File: config.mk
export PLATFORM = sky130hd
export DESIGN_NAME = tagged_record_stream_parser_top
export DESIGN_NICKNAME = d
export VERILOG_FILES = /design/src/rtl/trsp_pkg.sv /design/src/rtl/trsp_core.sv /design/src/rtl/trsp_rfifo.sv /design/src/rtl/tagged_record_stream_parser_top.sv
export SDC_FILE = /design/constraint.sdc
export NUM_CORES = 1
export LEC_CHECK = 0
export ABC_AREA = 1
export BUFFER_PORTS_ARGS = -buffer_cell sky130_fd_sc_hd__buf_2
export CORE_MARGIN = 1
export CORE_UTILIZATION = 40
export DETAILED_ROUTE_END_ITERATION = 6
export PLACE_DENSITY_LB_ADDON = 0.12
export SYNTH_ARGS = -nofsm -noshare
export SYNTH_HDL_FRONTEND = slang
export SYNTH_SLANG_ARGS = --single-unit
File: constraint.sdc
create_clock -name clk -period 8.05 [get_ports clk]
set_clock_uncertainty 0.15 [all_clocks]
set_input_delay 0.805 -clock clk [delete_from_list [all_inputs] [get_ports clk]]
set_output_delay 0.805 -clock clk [all_outputs]
set_load 0.03 [all_outputs]
File: src/rtl/trsp_pkg.sv
// shared types and constants for the tagged record stream parser
// no dependencies; imported by every rtl file of the block
package trsp_pkg;

    // parser position inside an entry
    typedef enum logic [1:0] {
        PH_TYPE = 2'd0,
        PH_HEAD = 2'd1,
        PH_PAY  = 2'd2
    } trsp_phase_t;

    // result kinds
    localparam logic [1:0] KIND_HEADER  = 2'd0;
    localparam logic [1:0] KIND_PAYLOAD = 2'd1;
    localparam logic [1:0] KIND_END_OK  = 2'd2;
    localparam logic [1:0] KIND_END_EOD = 2'd3;

    // header forms, low two type bits
    localparam logic [1:0] FORM_FIXED8 = 2'd0;
    localparam logic [1:0] FORM_FIXED4 = 2'd1;
    localparam logic [1:0] FORM_VARINT = 2'd2;
    localparam logic [1:0] FORM_VARNEG = 2'd3;

    localparam logic [7:0] CONT_MASK     = 8'h80;
    localparam logic [7:0] GROUP_MASK    = 8'h7F;
    localparam int         VALUE_BIT     = 3;      // type bit: header is a value, no payload
    localparam logic [3:0] VARINT_GROUPS = 4'd10;
    localparam logic [3:0] FIXED8_BYTES  = 4'd8;
    localparam logic [3:0] FIXED4_BYTES  = 4'd4;

    // default depth of the result queue
    localparam int RES_DEPTH_DEF = 4;

    typedef struct packed {
        logic [1:0]  kind;
        logic [7:0]  entry_type;
        logic [63:0] header_value;
        logic [7:0]  payload_byte;
        logic        last_of_run;
    } trsp_result_t;

endpackage

File: src/rtl/trsp_core.sv
// per-word parse step: entry state registers and the results of one word
// depends on trsp_pkg
module trsp_core (
    input  logic                   clk,
    input  logic                   rst_n,
    input  logic                   step_fire,
    input  logic [7:0]             in_byte,
    input  logic                   buffer_end,
    output trsp_pkg::trsp_result_t res0,
    output trsp_pkg::trsp_result_t res1,
    output logic [1:0]             res_count
);
    import trsp_pkg::*;

    trsp_phase_t phase_reg, phase_next;
    logic [7:0]  held_type_reg, held_type_next;
    logic [3:0]  header_index_reg, header_index_next;
    logic [63:0] header_accum_reg, header_accum_next;
    logic [63:0] payload_left_reg, payload_left_next;

    logic [1:0]  form;
    logic [3:0]  idx_inc;
    logic [63:0] fixed_term;
    logic [63:0] fixed_accum;
    logic        fixed_done;
    logic [6:0]  var_shamt;
    logic [63:0] var_term;
    logic [63:0] var_accum;
    logic [3:0]  var_idx;
    logic [63:0] head_accum;
    logic [3:0]  head_idx;
    logic        head_done;
    logic [63:0] head_final;
    logic        has_payload;
    logic        head_emit;
    logic        pay_emit;
    logic        pay_last;
    logic        complete;
    logic [7:0]  end_type;
    trsp_result_t main_res;
    trsp_result_t end_res;

    assign form    = held_type_reg[1:0];
    assign idx_inc = header_index_reg + 4'd1;

    // fixed little-endian form
    assign fixed_term  = {56'd0, in_byte} << {header_index_reg[2:0], 3'b000};
    assign fixed_accum = (header_index_reg < FIXED8_BYTES) ? (header_accum_reg | fixed_term)
                                                          : header_accum_reg;
    assign fixed_done  = (form == FORM_FIXED4) ? (idx_inc >= FIXED4_BYTES)
                                               : (idx_inc >= FIXED8_BYTES);

    // varint form, 7 bits a group, groups past the tenth dropped
    assign var_shamt = ({3'd0, header_index_reg} << 3) - {3'd0, header_index_reg};
    assign var_term  = {56'd0, in_byte & GROUP_MASK} << var_shamt;
    assign var_accum = (header_index_reg < VARINT_GROUPS) ? (header_accum_reg | var_term)
                                                          : header_accum_reg;
    assign var_idx   = (header_index_reg < VARINT_GROUPS) ? idx_inc : header_index_reg;

    assign head_accum  = form[1] ? var_accum : fixed_accum;
    assign head_idx    = form[1] ? var_idx : idx_inc;
    assign head_done   = form[1] ? ((in_byte & CONT_MASK) == 8'd0) : fixed_done;
    assign head_final  = (form == FORM_VARNEG) ? (64'd0 - head_accum) : head_accum;
    // negation keeps zero at zero, so the unnegated sum decides
    assign has_payload = !held_type_reg[VALUE_BIT] && (head_accum != 64'd0);

    assign head_emit = (phase_reg == PH_HEAD) && head_done;
    assign pay_emit  = (phase_reg == PH_PAY);
    assign pay_last  = (payload_left_reg == 64'd1);
    assign complete  = (head_emit && !has_payload) || (pay_emit && pay_last);
    assign end_type  = (phase_reg == PH_TYPE) ? in_byte : held_type_reg;

    // next state
    always_comb
    begin
        phase_next        = phase_reg;
        held_type_next    = held_type_reg;
        header_index_next = header_index_reg;
        header_accum_next = header_accum_reg;
        payload_left_next = payload_left_reg;
        case (phase_reg)
            PH_TYPE:
            begin
                held_type_next    = in_byte;
                header_index_next = 4'd0;
                header_accum_next = 64'd0;
                payload_left_next = 64'd0;
                phase_next        = PH_HEAD;
            end
            PH_HEAD:
            begin
                header_accum_next = head_accum;
                header_index_next = head_idx;
                if (head_done)
                begin
                    header_accum_next = head_final;
                    header_index_next = 4'd0;
                    if (has_payload)
                    begin
                        payload_left_next = head_final;
                        phase_next        = PH_PAY;
                    end
                    else
                    begin
                        phase_next = PH_TYPE;
                    end
                end
            end
            PH_PAY:
            begin
                payload_left_next = payload_left_reg - 64'd1;
                if (pay_last)
                begin
                    phase_next = PH_TYPE;
                end
            end
            default:
            begin
                phase_next = PH_TYPE;
            end
        endcase
        if (buffer_end)
        begin
            phase_next        = PH_TYPE;
            held_type_next    = 8'd0;
            header_index_next = 4'd0;
            header_accum_next = 64'd0;
            payload_left_next = 64'd0;
        end
    end

    // results of this word
    always_comb
    begin
        main_res = '0;
        case (phase_reg)
            PH_HEAD:
            begin
                main_res.kind         = KIND_HEADER;
                main_res.entry_type   = held_type_reg;
                main_res.header_value = head_final;
            end
            PH_PAY:
            begin
                main_res.kind         = KIND_PAYLOAD;
                main_res.entry_type   = held_type_reg;
                main_res.header_value = header_accum_reg;
                main_res.payload_byte = in_byte;
            end
            default:
            begin
                main_res = '0;
            end
        endcase
        main_res.last_of_run = !buffer_end;

        end_res             = '0;
        end_res.kind        = complete ? KIND_END_OK : KIND_END_EOD;
        end_res.entry_type  = end_type;
        end_res.last_of_run = 1'b1;

        if (head_emit || pay_emit)
        begin
            res0      = main_res;
            res1      = end_res;
            res_count = buffer_end ? 2'd2 : 2'd1;
        end
        else
        begin
            res0      = end_res;
            res1      = end_res;
            res_count = buffer_end ? 2'd1 : 2'd0;
        end
    end

    always_ff @(posedge clk or negedge rst_n)
    begin
        if (!rst_n)
        begin
            phase_reg        <= PH_TYPE;
            held_type_reg    <= 8'd0;
            header_index_reg <= 4'd0;
            header_accum_reg <= 64'd0;
            payload_left_reg <= 64'd0;
        end
        else if (step_fire)
        begin
            phase_reg        <= phase_next;
            held_type_reg    <= held_type_next;
            header_index_reg <= header_index_next;
            header_accum_reg <= header_accum_next;
            payload_left_reg <= payload_left_next;
        end
    end

    a_end_clears: assert property (@(posedge clk) disable iff (!rst_n)
        (step_fire && buffer_end) |=> (phase_reg == PH_TYPE && header_accum_reg == 64'd0
                                       && payload_left_reg == 64'd0))
        else $error("state not cleared after buffer end");

    a_two_results_end: assert property (@(posedge clk) disable iff (!rst_n)
        (res_count == 2'd2) |-> ((res1.kind == KIND_END_OK || res1.kind == KIND_END_EOD)
                                 && res1.last_of_run && !res0.last_of_run))
        else $error("second result of a word is not a final end status");

    a_payload_nonzero: assert property (@(posedge clk) disable iff (!rst_n)
        (phase_reg == PH_PAY) |-> (payload_left_reg != 64'd0))
        else $error("payload phase with nothing left");

    a_fixed_index: assert property (@(posedge clk) disable iff (!rst_n)
        (phase_reg == PH_HEAD && !held_type_reg[1]) |-> (header_index_reg < FIXED8_BYTES))
        else $error("fixed header index out of range");

endmodule

File: src/rtl/trsp_rfifo.sv
// small result queue taking up to two results per cycle, one out per cycle
// depends on trsp_pkg
module trsp_rfifo #(
    parameter int DEPTH = trsp_pkg::RES_DEPTH_DEF
) (
    input  logic                   clk,
    input  logic                   rst_n,
    input  logic [1:0]             push_count,
    input  trsp_pkg::trsp_result_t push0,
    input  trsp_pkg::trsp_result_t push1,
    input  logic                   pop,
    output trsp_pkg::trsp_result_t head,
    output logic                   not_empty,
    output logic                   room2
);
    import trsp_pkg::*;

    localparam int PW = $clog2(DEPTH);
    localparam int CW = $clog2(DEPTH + 1);

    trsp_result_t    mem_reg [DEPTH];
    logic [PW-1:0]   wr_ptr_reg, wr_ptr_next;
    logic [PW-1:0]   rd_ptr_reg, rd_ptr_next;
    logic [CW-1:0]   count_reg, count_next;
    logic [PW-1:0]   wr_ptr_p1;

    function automatic logic [PW-1:0] ptr_inc(input logic [PW-1:0] p);
        logic [PW-1:0] r;
        if (p == PW'(DEPTH - 1))
        begin
            r = '0;
        end
        else
        begin
            r = p + PW'(1);
        end
        return r;
    endfunction

    assign wr_ptr_p1 = ptr_inc(wr_ptr_reg);
    assign head      = mem_reg[rd_ptr_reg];
    assign not_empty = (count_reg != '0);
    assign room2     = (count_reg <= CW'(DEPTH - 2));

    always_comb
    begin
        case (push_count)
            2'd1:    wr_ptr_next = wr_ptr_p1;
            2'd2:    wr_ptr_next = ptr_inc(wr_ptr_p1);
            default: wr_ptr_next = wr_ptr_reg;
        endcase
        rd_ptr_next = pop ? ptr_inc(rd_ptr_reg) : rd_ptr_reg;
        count_next  = count_reg + CW'(push_count) - CW'(pop);
    end

    always_ff @(posedge clk)
    begin
        if (push_count != 2'd0)
        begin
            mem_reg[wr_ptr_reg] <= push0;
        end
        if (push_count == 2'd2)
        begin
            mem_reg[wr_ptr_p1] <= push1;
        end
    end

    always_ff @(posedge clk or negedge rst_n)
    begin
        if (!rst_n)
        begin
            wr_ptr_reg <= '0;
            rd_ptr_reg <= '0;
            count_reg  <= '0;
        end
        else
        begin
            wr_ptr_reg <= wr_ptr_next;
            rd_ptr_reg <= rd_ptr_next;
            count_reg  <= count_next;
        end
    end

    a_count_bound: assert property (@(posedge clk) disable iff (!rst_n)
        count_reg <= CW'(DEPTH))
        else $error("result queue count beyond depth");

    a_push_room: assert property (@(posedge clk) disable iff (!rst_n)
        (push_count != 2'd0) |-> room2)
        else $error("result queue pushed without room for two");

    a_pop_nonempty: assert property (@(posedge clk) disable iff (!rst_n)
        pop |-> not_empty)
        else $error("result queue popped while empty");

endmodule

File: src/rtl/tagged_record_stream_parser_top.sv
// tagged record stream parser, top level: input word register, parse step, result queue
// depends on trsp_pkg, trsp_core, trsp_rfifo
//
// the block parses a serialized buffer of type-length-value entries, one byte word per
// cycle while the result queue has room. each entry is a type byte and a header number
// whose form the low two type bits choose (8 or 4 fixed little-endian bytes, a 7-bit-group
// varint, or a varint negated in 64 bits); when type bit 3 is clear the header is a
// payload length and that many bytes follow. results are record headers, payload bytes and,
// on the word flagged buffer_end, an end status (ok, or end-of-data inside an entry) after
// which the parser starts over. a word sits in the input register, the parse step settles
// state and up to two results from it combinationally, and the results enter a small queue.
// in_ready stays high while the queue can take two more results, so with out_ready high
// the block takes one word per cycle; a word that yields two results (a buffer end on a word
// that closes a header or carries a payload byte) puts both into the queue at once. an
// accepted word passes the input register and the result queue before its first result.
module tagged_record_stream_parser_top #(
    parameter int RES_DEPTH = trsp_pkg::RES_DEPTH_DEF
) (
    input  logic        clk,
    input  logic        rst_n,
    // input words
    input  logic        in_valid,
    output logic        in_ready,
    input  logic [7:0]  in_byte,
    input  logic        buffer_end,
    // results
    output logic        out_valid,
    input  logic        out_ready,
    output logic [1:0]  kind,
    output logic [7:0]  entry_type,
    output logic [63:0] header_value,
    output logic [7:0]  payload_byte,
    output logic        last_of_run
);
    import trsp_pkg::*;

    // input word register
    logic       in_valid_reg;
    logic [7:0] byte_reg;
    logic       end_reg;

    logic         step_fire;
    logic         room2;
    logic         not_empty;
    logic         pop;
    logic [1:0]   res_count;
    logic [1:0]   push_count;
    trsp_result_t res0;
    trsp_result_t res1;
    trsp_result_t head;

    // the held word is parsed once the queue has room for both of its possible results
    assign step_fire = in_valid_reg && room2;
    assign in_ready  = !in_valid_reg || step_fire;

    always_ff @(posedge clk or negedge rst_n)
    begin
        if (!rst_n)
        begin
            in_valid_reg <= 1'b0;
        end
        else if (in_ready)
        begin
            in_valid_reg <= in_valid;
        end
    end

    // payload of the word register, loaded on accept
    always_ff @(posedge clk)
    begin
        if (in_valid && in_ready)
        begin
            byte_reg <= in_byte;
            end_reg  <= buffer_end;
        end
    end

    trsp_core u_core (
        .clk        (clk),
        .rst_n      (rst_n),
        .step_fire  (step_fire),
        .in_byte    (byte_reg),
        .buffer_end (end_reg),
        .res0       (res0),
        .res1       (res1),
        .res_count  (res_count)
    );

    // results only count when the step actually fires
    assign push_count = step_fire ? res_count : 2'd0;
    assign pop        = not_empty && out_ready;

    trsp_rfifo #(
        .DEPTH (RES_DEPTH)
    ) u_rfifo (
        .clk        (clk),
        .rst_n      (rst_n),
        .push_count (push_count),
        .push0      (res0),
        .push1      (res1),
        .pop        (pop),
        .head       (head),
        .not_empty  (not_empty),
        .room2      (room2)
    );

    // result channel straight from the queue head
    assign out_valid    = not_empty;
    assign kind         = head.kind;
    assign entry_type   = head.entry_type;
    assign header_value = head.header_value;
    assign payload_byte = head.payload_byte;
    assign last_of_run  = head.last_of_run;

endmodule

==> flow_summary.ini, run 1 <==
[yosys]
synth_cells = 4280
synthArstFlopShare = 0.3055
ys_ff_latch = 491
syn_nets = 4318
netlist_area_mm2 = 0.02817
ys.flop_type = dfxtp_1
syn_area_per_cell_um2 = 6.582
yosys_warnings = 0
synth-seq-area-share = 0.3916
synth_edf_count = 45
ys_types = 53

[hold_path]
hp-class = input port to async pin

[clock_tree]
cts_buffers = 55
cts_resized = 0
insertion_delay_ns = 0.62
root_buffer = clkbuf_16
cts_hold_buf = 0
post_cts_buffers = 0
clk_pin_slew_ns = 0.06
cts_tree = done
clock_path_buffers = 3
cts_sinks = 491
htreeDepth = 2

[critical_path]
end_kind = flop
worstPathRequired_ns = 8.46
r2r_end = u_rfifo.mem_reg[3][50]
r2r_start = u_core.header_index_reg[1]
r2r_slack_ns = 2.27
worstPathArrival_ns = 6.19
startpoint_type = flop
reg2reg_depth = 19
critPathMaxFanout = 26
crit_type = flop to flop

[route]
wl_per_cell_um = 21.37
dr.first_iter.drc_count = 3778
viasPerCell = 5.622
vias = 29260
routed_wl_mm = 111.2
first_pass_iters = 7
drcViolationCount = 0
detail-route-antenna-nets = 0

[final_layout]
drive_gt1_frac = 0.07394
final_common_cell = nand2_1
area.sequential_mm2 = 0.01104
multiInputGateArea_mm2 = 0.01496
fillers = 7362
synthToLayoutAreaGrowth_pct = 9.776
most-common-layout-cells = 1260 x nand2_1, 568 x nor2_1, 482 x o21ai_0
nets = 4267
antenna_cells = 0
largest_reg_flops = 332

[floorplanning]
core_area_mm2 = 0.06919
rows = 96
start_util = 0.4072
chipHeight_um = 267.4
die-area_mm2 = 0.07149
io_pins = 98
die_x_um = 267.4

[global_routing]
grt_pass1_vias = 26360
overflow = 0
grt_use_total = 0.3071
grt_max_degree = 143
grt_pass1_wl_mm = 167.8
antenna_found_initial = 0

[power]
vdd_drop_max_uv = 294.6
cellLeakagePower_nw = 15.03
p_per_area_mw_per_mm2 = 514.9

[placement]
numPortBuffers = 97
pre_cts_ws_ns = 2.471
place_congestion = 1.075
dpl.hpwl_mm = 78.05

[timing]
fin_tns_setup_ns = 0
rsz0062_at_grt = false
slew_viol_final = 0
finalSetupViolCount = 0
finalWorstSetupSlack_ns = 2.265
finalCritPeriodShare = 0.7186
fmax_mhz = 172.9
slew_headroom = 0.2571
fin_crit_ns = 5.785
finalHoldViolations = 0
tightest_slew_ns = 1.104

[status]
outcome = finished, final reports clean

[job]
maxCapViolCount = 0
how the worst max path moves through the flow:
stage               slack [ns]                        from                endpoint
detailed placement        2.47  u_core.header_index_reg[1]  u_rfifo.mem_reg[0][66]
floorplan                 4.01  u_core.header_index_reg[1]  u_rfifo.mem_reg[3][81]
global placement          2.43  u_core.header_index_reg[1]  u_rfifo.mem_reg[0][40]
finish                    2.27  u_core.header_index_reg[1]  u_rfifo.mem_reg[3][50]
global route              1.85  u_core.header_index_reg[1]  u_rfifo.mem_reg[2][50]
CTS                       2.44  u_core.header_index_reg[1]  u_rfifo.mem_reg[0][66]
synthesized netlist by cell type, drive strengths merged, types with 12 or more instances:
master | number | area share
a21oi | 105 | 0.019
buf | 71 | 0.015
clkbuf | 170 | 0.023
dfrtp | 150 | 0.13
dfxtp | 296 | 0.21
edfxtp | 45 | 0.048
ha | 24 | 0.011
inv | 313 | 0.042
nand2 | 1282 | 0.17
nand3 | 354 | 0.065
nand4 | 20 | 0.0044
nor2 | 591 | 0.081
nor3 | 29 | 0.0059
o21ai | 535 | 0.095
o21bai | 13 | 0.0048
o22ai | 175 | 0.039
o31ai | 16 | 0.0043
xnor2 | 12 | 0.0037
xor2 | 38 | 0.012
per-layer routing:
layer | vias up | GRT usage | part of all wire
li1 | 13900 | - | -
met1 | 13880 | 0.4603 | 0.47
met2 | 1288 | 0.4453 | 0.42
met3 | 194 | 0.04211 | 0.079
met4 | 0 | 0.1072 | 0.036
met5 | - | 0 | 0
critical path, stage by stage, from the launching register on:
cell and delay (ns):
dfrtp_1 0.97, inv_1 0.49, ha_1 0.62, inv_2 0.29
nand3_1 0.16, nand3_1 0.10, nand3_1 0.16, nand2_1 0.22
o21ai_1 0.21, nor2_1 0.19, nand2_1 0.09, nor2_1 0.17
nand2_1 0.09, o21ai_1 0.75, nand2_1 0.11, nand2_1 0.12
nand3_1 0.15, o21ai_1 0.44, nand3_1 0.14, nand2_1 0.08
per-stage QoR:
| stage | hold WS (ns) | util | std cells | area, um2 | power [W] |
|---|---|---|---|---|---|
| CTS | 0.05664 | 0.4470 | 5205 | 30920 | 0.01578 |
| floorplan | 0.2709 | - | 4280 | 28170 | 0.01015 |
| global placement | 0.2815 | 0.4210 | 5103 | 29130 | 0.01326 |
| finish | 0.02349 | 0.4470 | 5205 | 30920 | 0.01592 |
| global route | 0.08742 | 0.4470 | 5205 | 30920 | 0.01705 |
| detailed placement | 0.2852 | 0.4210 | 5103 | 29130 | 0.01322 |
power breakdown:
group	switching (W)	internal [W]
sequential	0.000385	0.00284
combinational	0.00750	0.00268
clock	0.00109	0.00143
final cells by class:
| type | instances | area share |
|---|---|---|
| Inverter | 315 | 0.03864 |
| Multi-Input combinational cell | 3233 | 0.4837 |
| Clock inverter | 22 | 0.005948 |
| Timing Repair Buffer | 133 | 0.02505 |
| Tap cell | 931 | 0.03767 |
| Sequential cell | 491 | 0.3569 |
| Clock buffer | 80 | 0.05211 |
cell families after synthesis:
family / after synthesis / share of synthesized area
buf+inv: 556 / 0.08013
simple gates: 2300 / 0.3357
xor+xnor: 50 / 0.01555
compound gates: 858 / 0.1657
flops: 491 / 0.3916
fa+ha+maj: 25 / 0.01137
(Power assumes the default switching activity.)
==> run 2, diff against run 1 <==
- ABC_AREA: 1 -> 0
- clock period: 8.05 -> 5.3 ns (I/O delays scaled with it)
==> run 2 against run 1 <==
The flow now finishes with violations (design-rule violations); worst setup slack worse by 2.2 ns; sequential power is 46% higher; fmax is 11% higher; critical path type unchanged.
==> flow_summary.ini, run 2 <==
[status]
outcome = finished with violations
violations = design-rule violations

[critical_path]
slowest_stage = ha_2
crit_type = flop to flop
worstPathArrival_ns = 5.58
end_kind = flop
startpoint_type = flop
worstPathRequired_ns = 5.68
cp_common_cell = buf_4
cpPeakStageDelay_ns = 0.51
critPathMaxFanout = 12
path_buf_inv = 4
cpLargestDelayFamily = compound AO/OA/AOI/OAI gates
crit_chain = clkinv_1 > ha_2 > mux2_2 > mux2_2 > a221oi_4 > a31oi_1 > nor3_1 > nand4_1 > buf_4 > nor4_2 > buf_4 > a21oi_1 > xnor2_1 > o21ai_0 > buf_4 > a22o_1

[power]
cellLeakagePower_nw = 12.64
vdd_drop_max_uv = 453.7
p_per_area_mw_per_mm2 = 687.6

[yosys]
syn_area_per_cell_um2 = 9.171
yosys-top-cells-count = 419 x nand2_1, 321 x o21ai_0, 296 x dfxtp_1
synth_cells = 2934
synthArstFlopShare = 0.3055
synth_compound_area_frac = 0.2526
ys_top_cells_by_area = dfxtp_1 22%, dfrtp_1 14%, mux4_2 7.1%
ys_ff_latch = 491
netlist_area_mm2 = 0.02691
synthMuxAreaShare = 0.08128
ys.flop_type = dfxtp_1
synth_edf_count = 45
synth_top_family_by_area = compound AO/OA/AOI/OAI gates
synth.most_common_cell = nand2_1
synth_xor_area_frac = 0.05013
ys_types = 101
synth-seq-area-share = 0.4099
yosys_warnings = 0
yosys.area.top_type = dfxtp_1
yosysTopAreaCellShare = 0.2202
synth_fa_ha_area_frac = 0.01190
syn_nets = 2972
synth-simple-area-share = 0.1553

[clock_tree]
root_buffer = clkbuf_16
clk_pin_slew_ns = 0.06
htreeDepth = 2
insertion_delay_ns = 0.65
cts_sinks = 491
clock_path_buffers = 3
cts_buffers = 56
cts_tree = done

[global_routing]
antenna_found_initial = 4
grt_pass1_vias = 25390
grt_pass1_wl_mm = 177.4
overflow = 0
grt_max_degree = 99
grt_use_total = 0.3557

[timing]
slew_viol_final = 0
fin_crit_ns = 5.206
finalCritPeriodShare = 0.9823
slew_headroom = 0.3129
finalHoldViolations = 0
finalSetupViolCount = 0
finalWorstSetupSlack_ns = 0.09407
fmax_mhz = 192.1
tightest_slew_ns = 1.031

[final_layout]
nets = 3208
fillers = 6288
area.sequential_mm2 = 0.01104
most-common-layout-cells = 418 x nand2_1, 319 x o21ai_0, 296 x dfxtp_1
drive_gt1_frac = 0.2055
multiInputGateArea_mm2 = 0.01509
final_common_cell = nand2_1
largest_reg_flops = 332
fin_util = 0.4863
synthToLayoutAreaGrowth_pct = 19.68

[route]
viasPerCell = 6.437
dr.first_iter.drc_count = 2755
drcViolationCount = 25
wl_per_cell_um = 30.14
first_pass_iters = 7
detail-route-antenna-nets = 0
routed_wl_mm = 123.0
vias = 26280

[floorplanning]
die_x_um = 261.4
start_util = 0.4064
core_area_mm2 = 0.06622
rows = 94
die-area_mm2 = 0.06831
io_pins = 98
chipHeight_um = 261.4

[job]
maxCapViolCount = 0

[hold_path]
hp-class = input port to flop

[placement]
numPortBuffers = 97
pre_cts_ws_ns = 0.03553
dpl.hpwl_mm = 88.68
place_congestion = 1.044
run 2: worst min-delay path: stages:
cell     delay, ns
buf_2         0.10
nand2_1       0.13
a21o_1        0.14
run 2: final timing paths:
path                       cells after the start  slack [ns]                  startpoint                    endpoint
min in group asynchronous                      2        0.37                       rst_n  u_core.payload_left_reg[6]
setup / recovery                              16        0.09  u_core.header_index_reg[1]      u_rfifo.mem_reg[3][57]
max in group asynchronous                      3        3.48                       rst_n       u_rfifo.rd_ptr_reg[1]
hold / removal                                 3        0.14                   out_ready       u_rfifo.rd_ptr_reg[0]
setup reg to reg                              16        0.09  u_core.header_index_reg[1]      u_rfifo.mem_reg[3][57]
hold reg to reg                                2        0.30      u_rfifo.mem_reg[1][67]      u_rfifo.mem_reg[1][67]
run 2: logic make-up (layout without fill, tap and decap cells):
group | after synthesis | count (layout)
AOI/OAI and AO/OA | 1004 | 1004
xor gates and xnor gates | 154 | 154
adders and majority gates | 25 | 25
buffers and inverters | 254 | 536
DFF | 491 | 491
muxes | 111 | 111
other | 0 | 2
and+or+nand+nor | 895 | 895
run 2: what timing repair did:
item	4_1_cts	5_1_grt
endpoints found under the setup margin	4	75
gates cloned	0	0
gates resized for setup	1	18
endpoints found under the hold margin	89	0
hold buffers	11	0
buffers inserted	0	2
pin swaps	0	1
run 2: report_power, final:
| part | internal [W] | total (W) | switching [W] |
|---|---|---|---|
| combinational | 0.00440 | 0.0134 | 0.00896 |
| sequential | 0.00418 | 0.00470 | 0.000514 |
| clock | 0.00236 | 0.00409 | 0.00173 |
run 2: layer usage:
layer,track usage,vias to the layer above,share of wire,wire (um)
met5,0,-,0.000089,11
met4,0.1647,2,0.050,6153
met3,0.06291,289,0.089,10980
met2,0.5567,1333,0.45,55370
met1,0.4772,13160,0.41,50510
li1,-,11490,-,-
run 2: metrics by stage:
step	cells	setup TNS, ns	hold slack, ns	cell area [um2]	power, W
final	4082	0	0.1449	32200	0.02214
after CTS	4078	0	0.1111	32090	0.02185
after global placement	3963	0	0.2781	30040	0.01774
after global routing	4080	-0.1471	0.1504	32200	0.02314
after floorplan	2934	0	0.08441	26940	0.01253
after detailed placement	3963	0	0.2888	30040	0.01772
run 2: cell type report:
type                    instances  area share
flip-flops and latches        491      0.3428
multi-input cells            2189      0.4685
diodes                          2   0.0001554
well taps                     864     0.03357
inverters                      45    0.005245
clock buffers                  77     0.05195
clock inverters                27    0.008237
repair buffers                387     0.08956
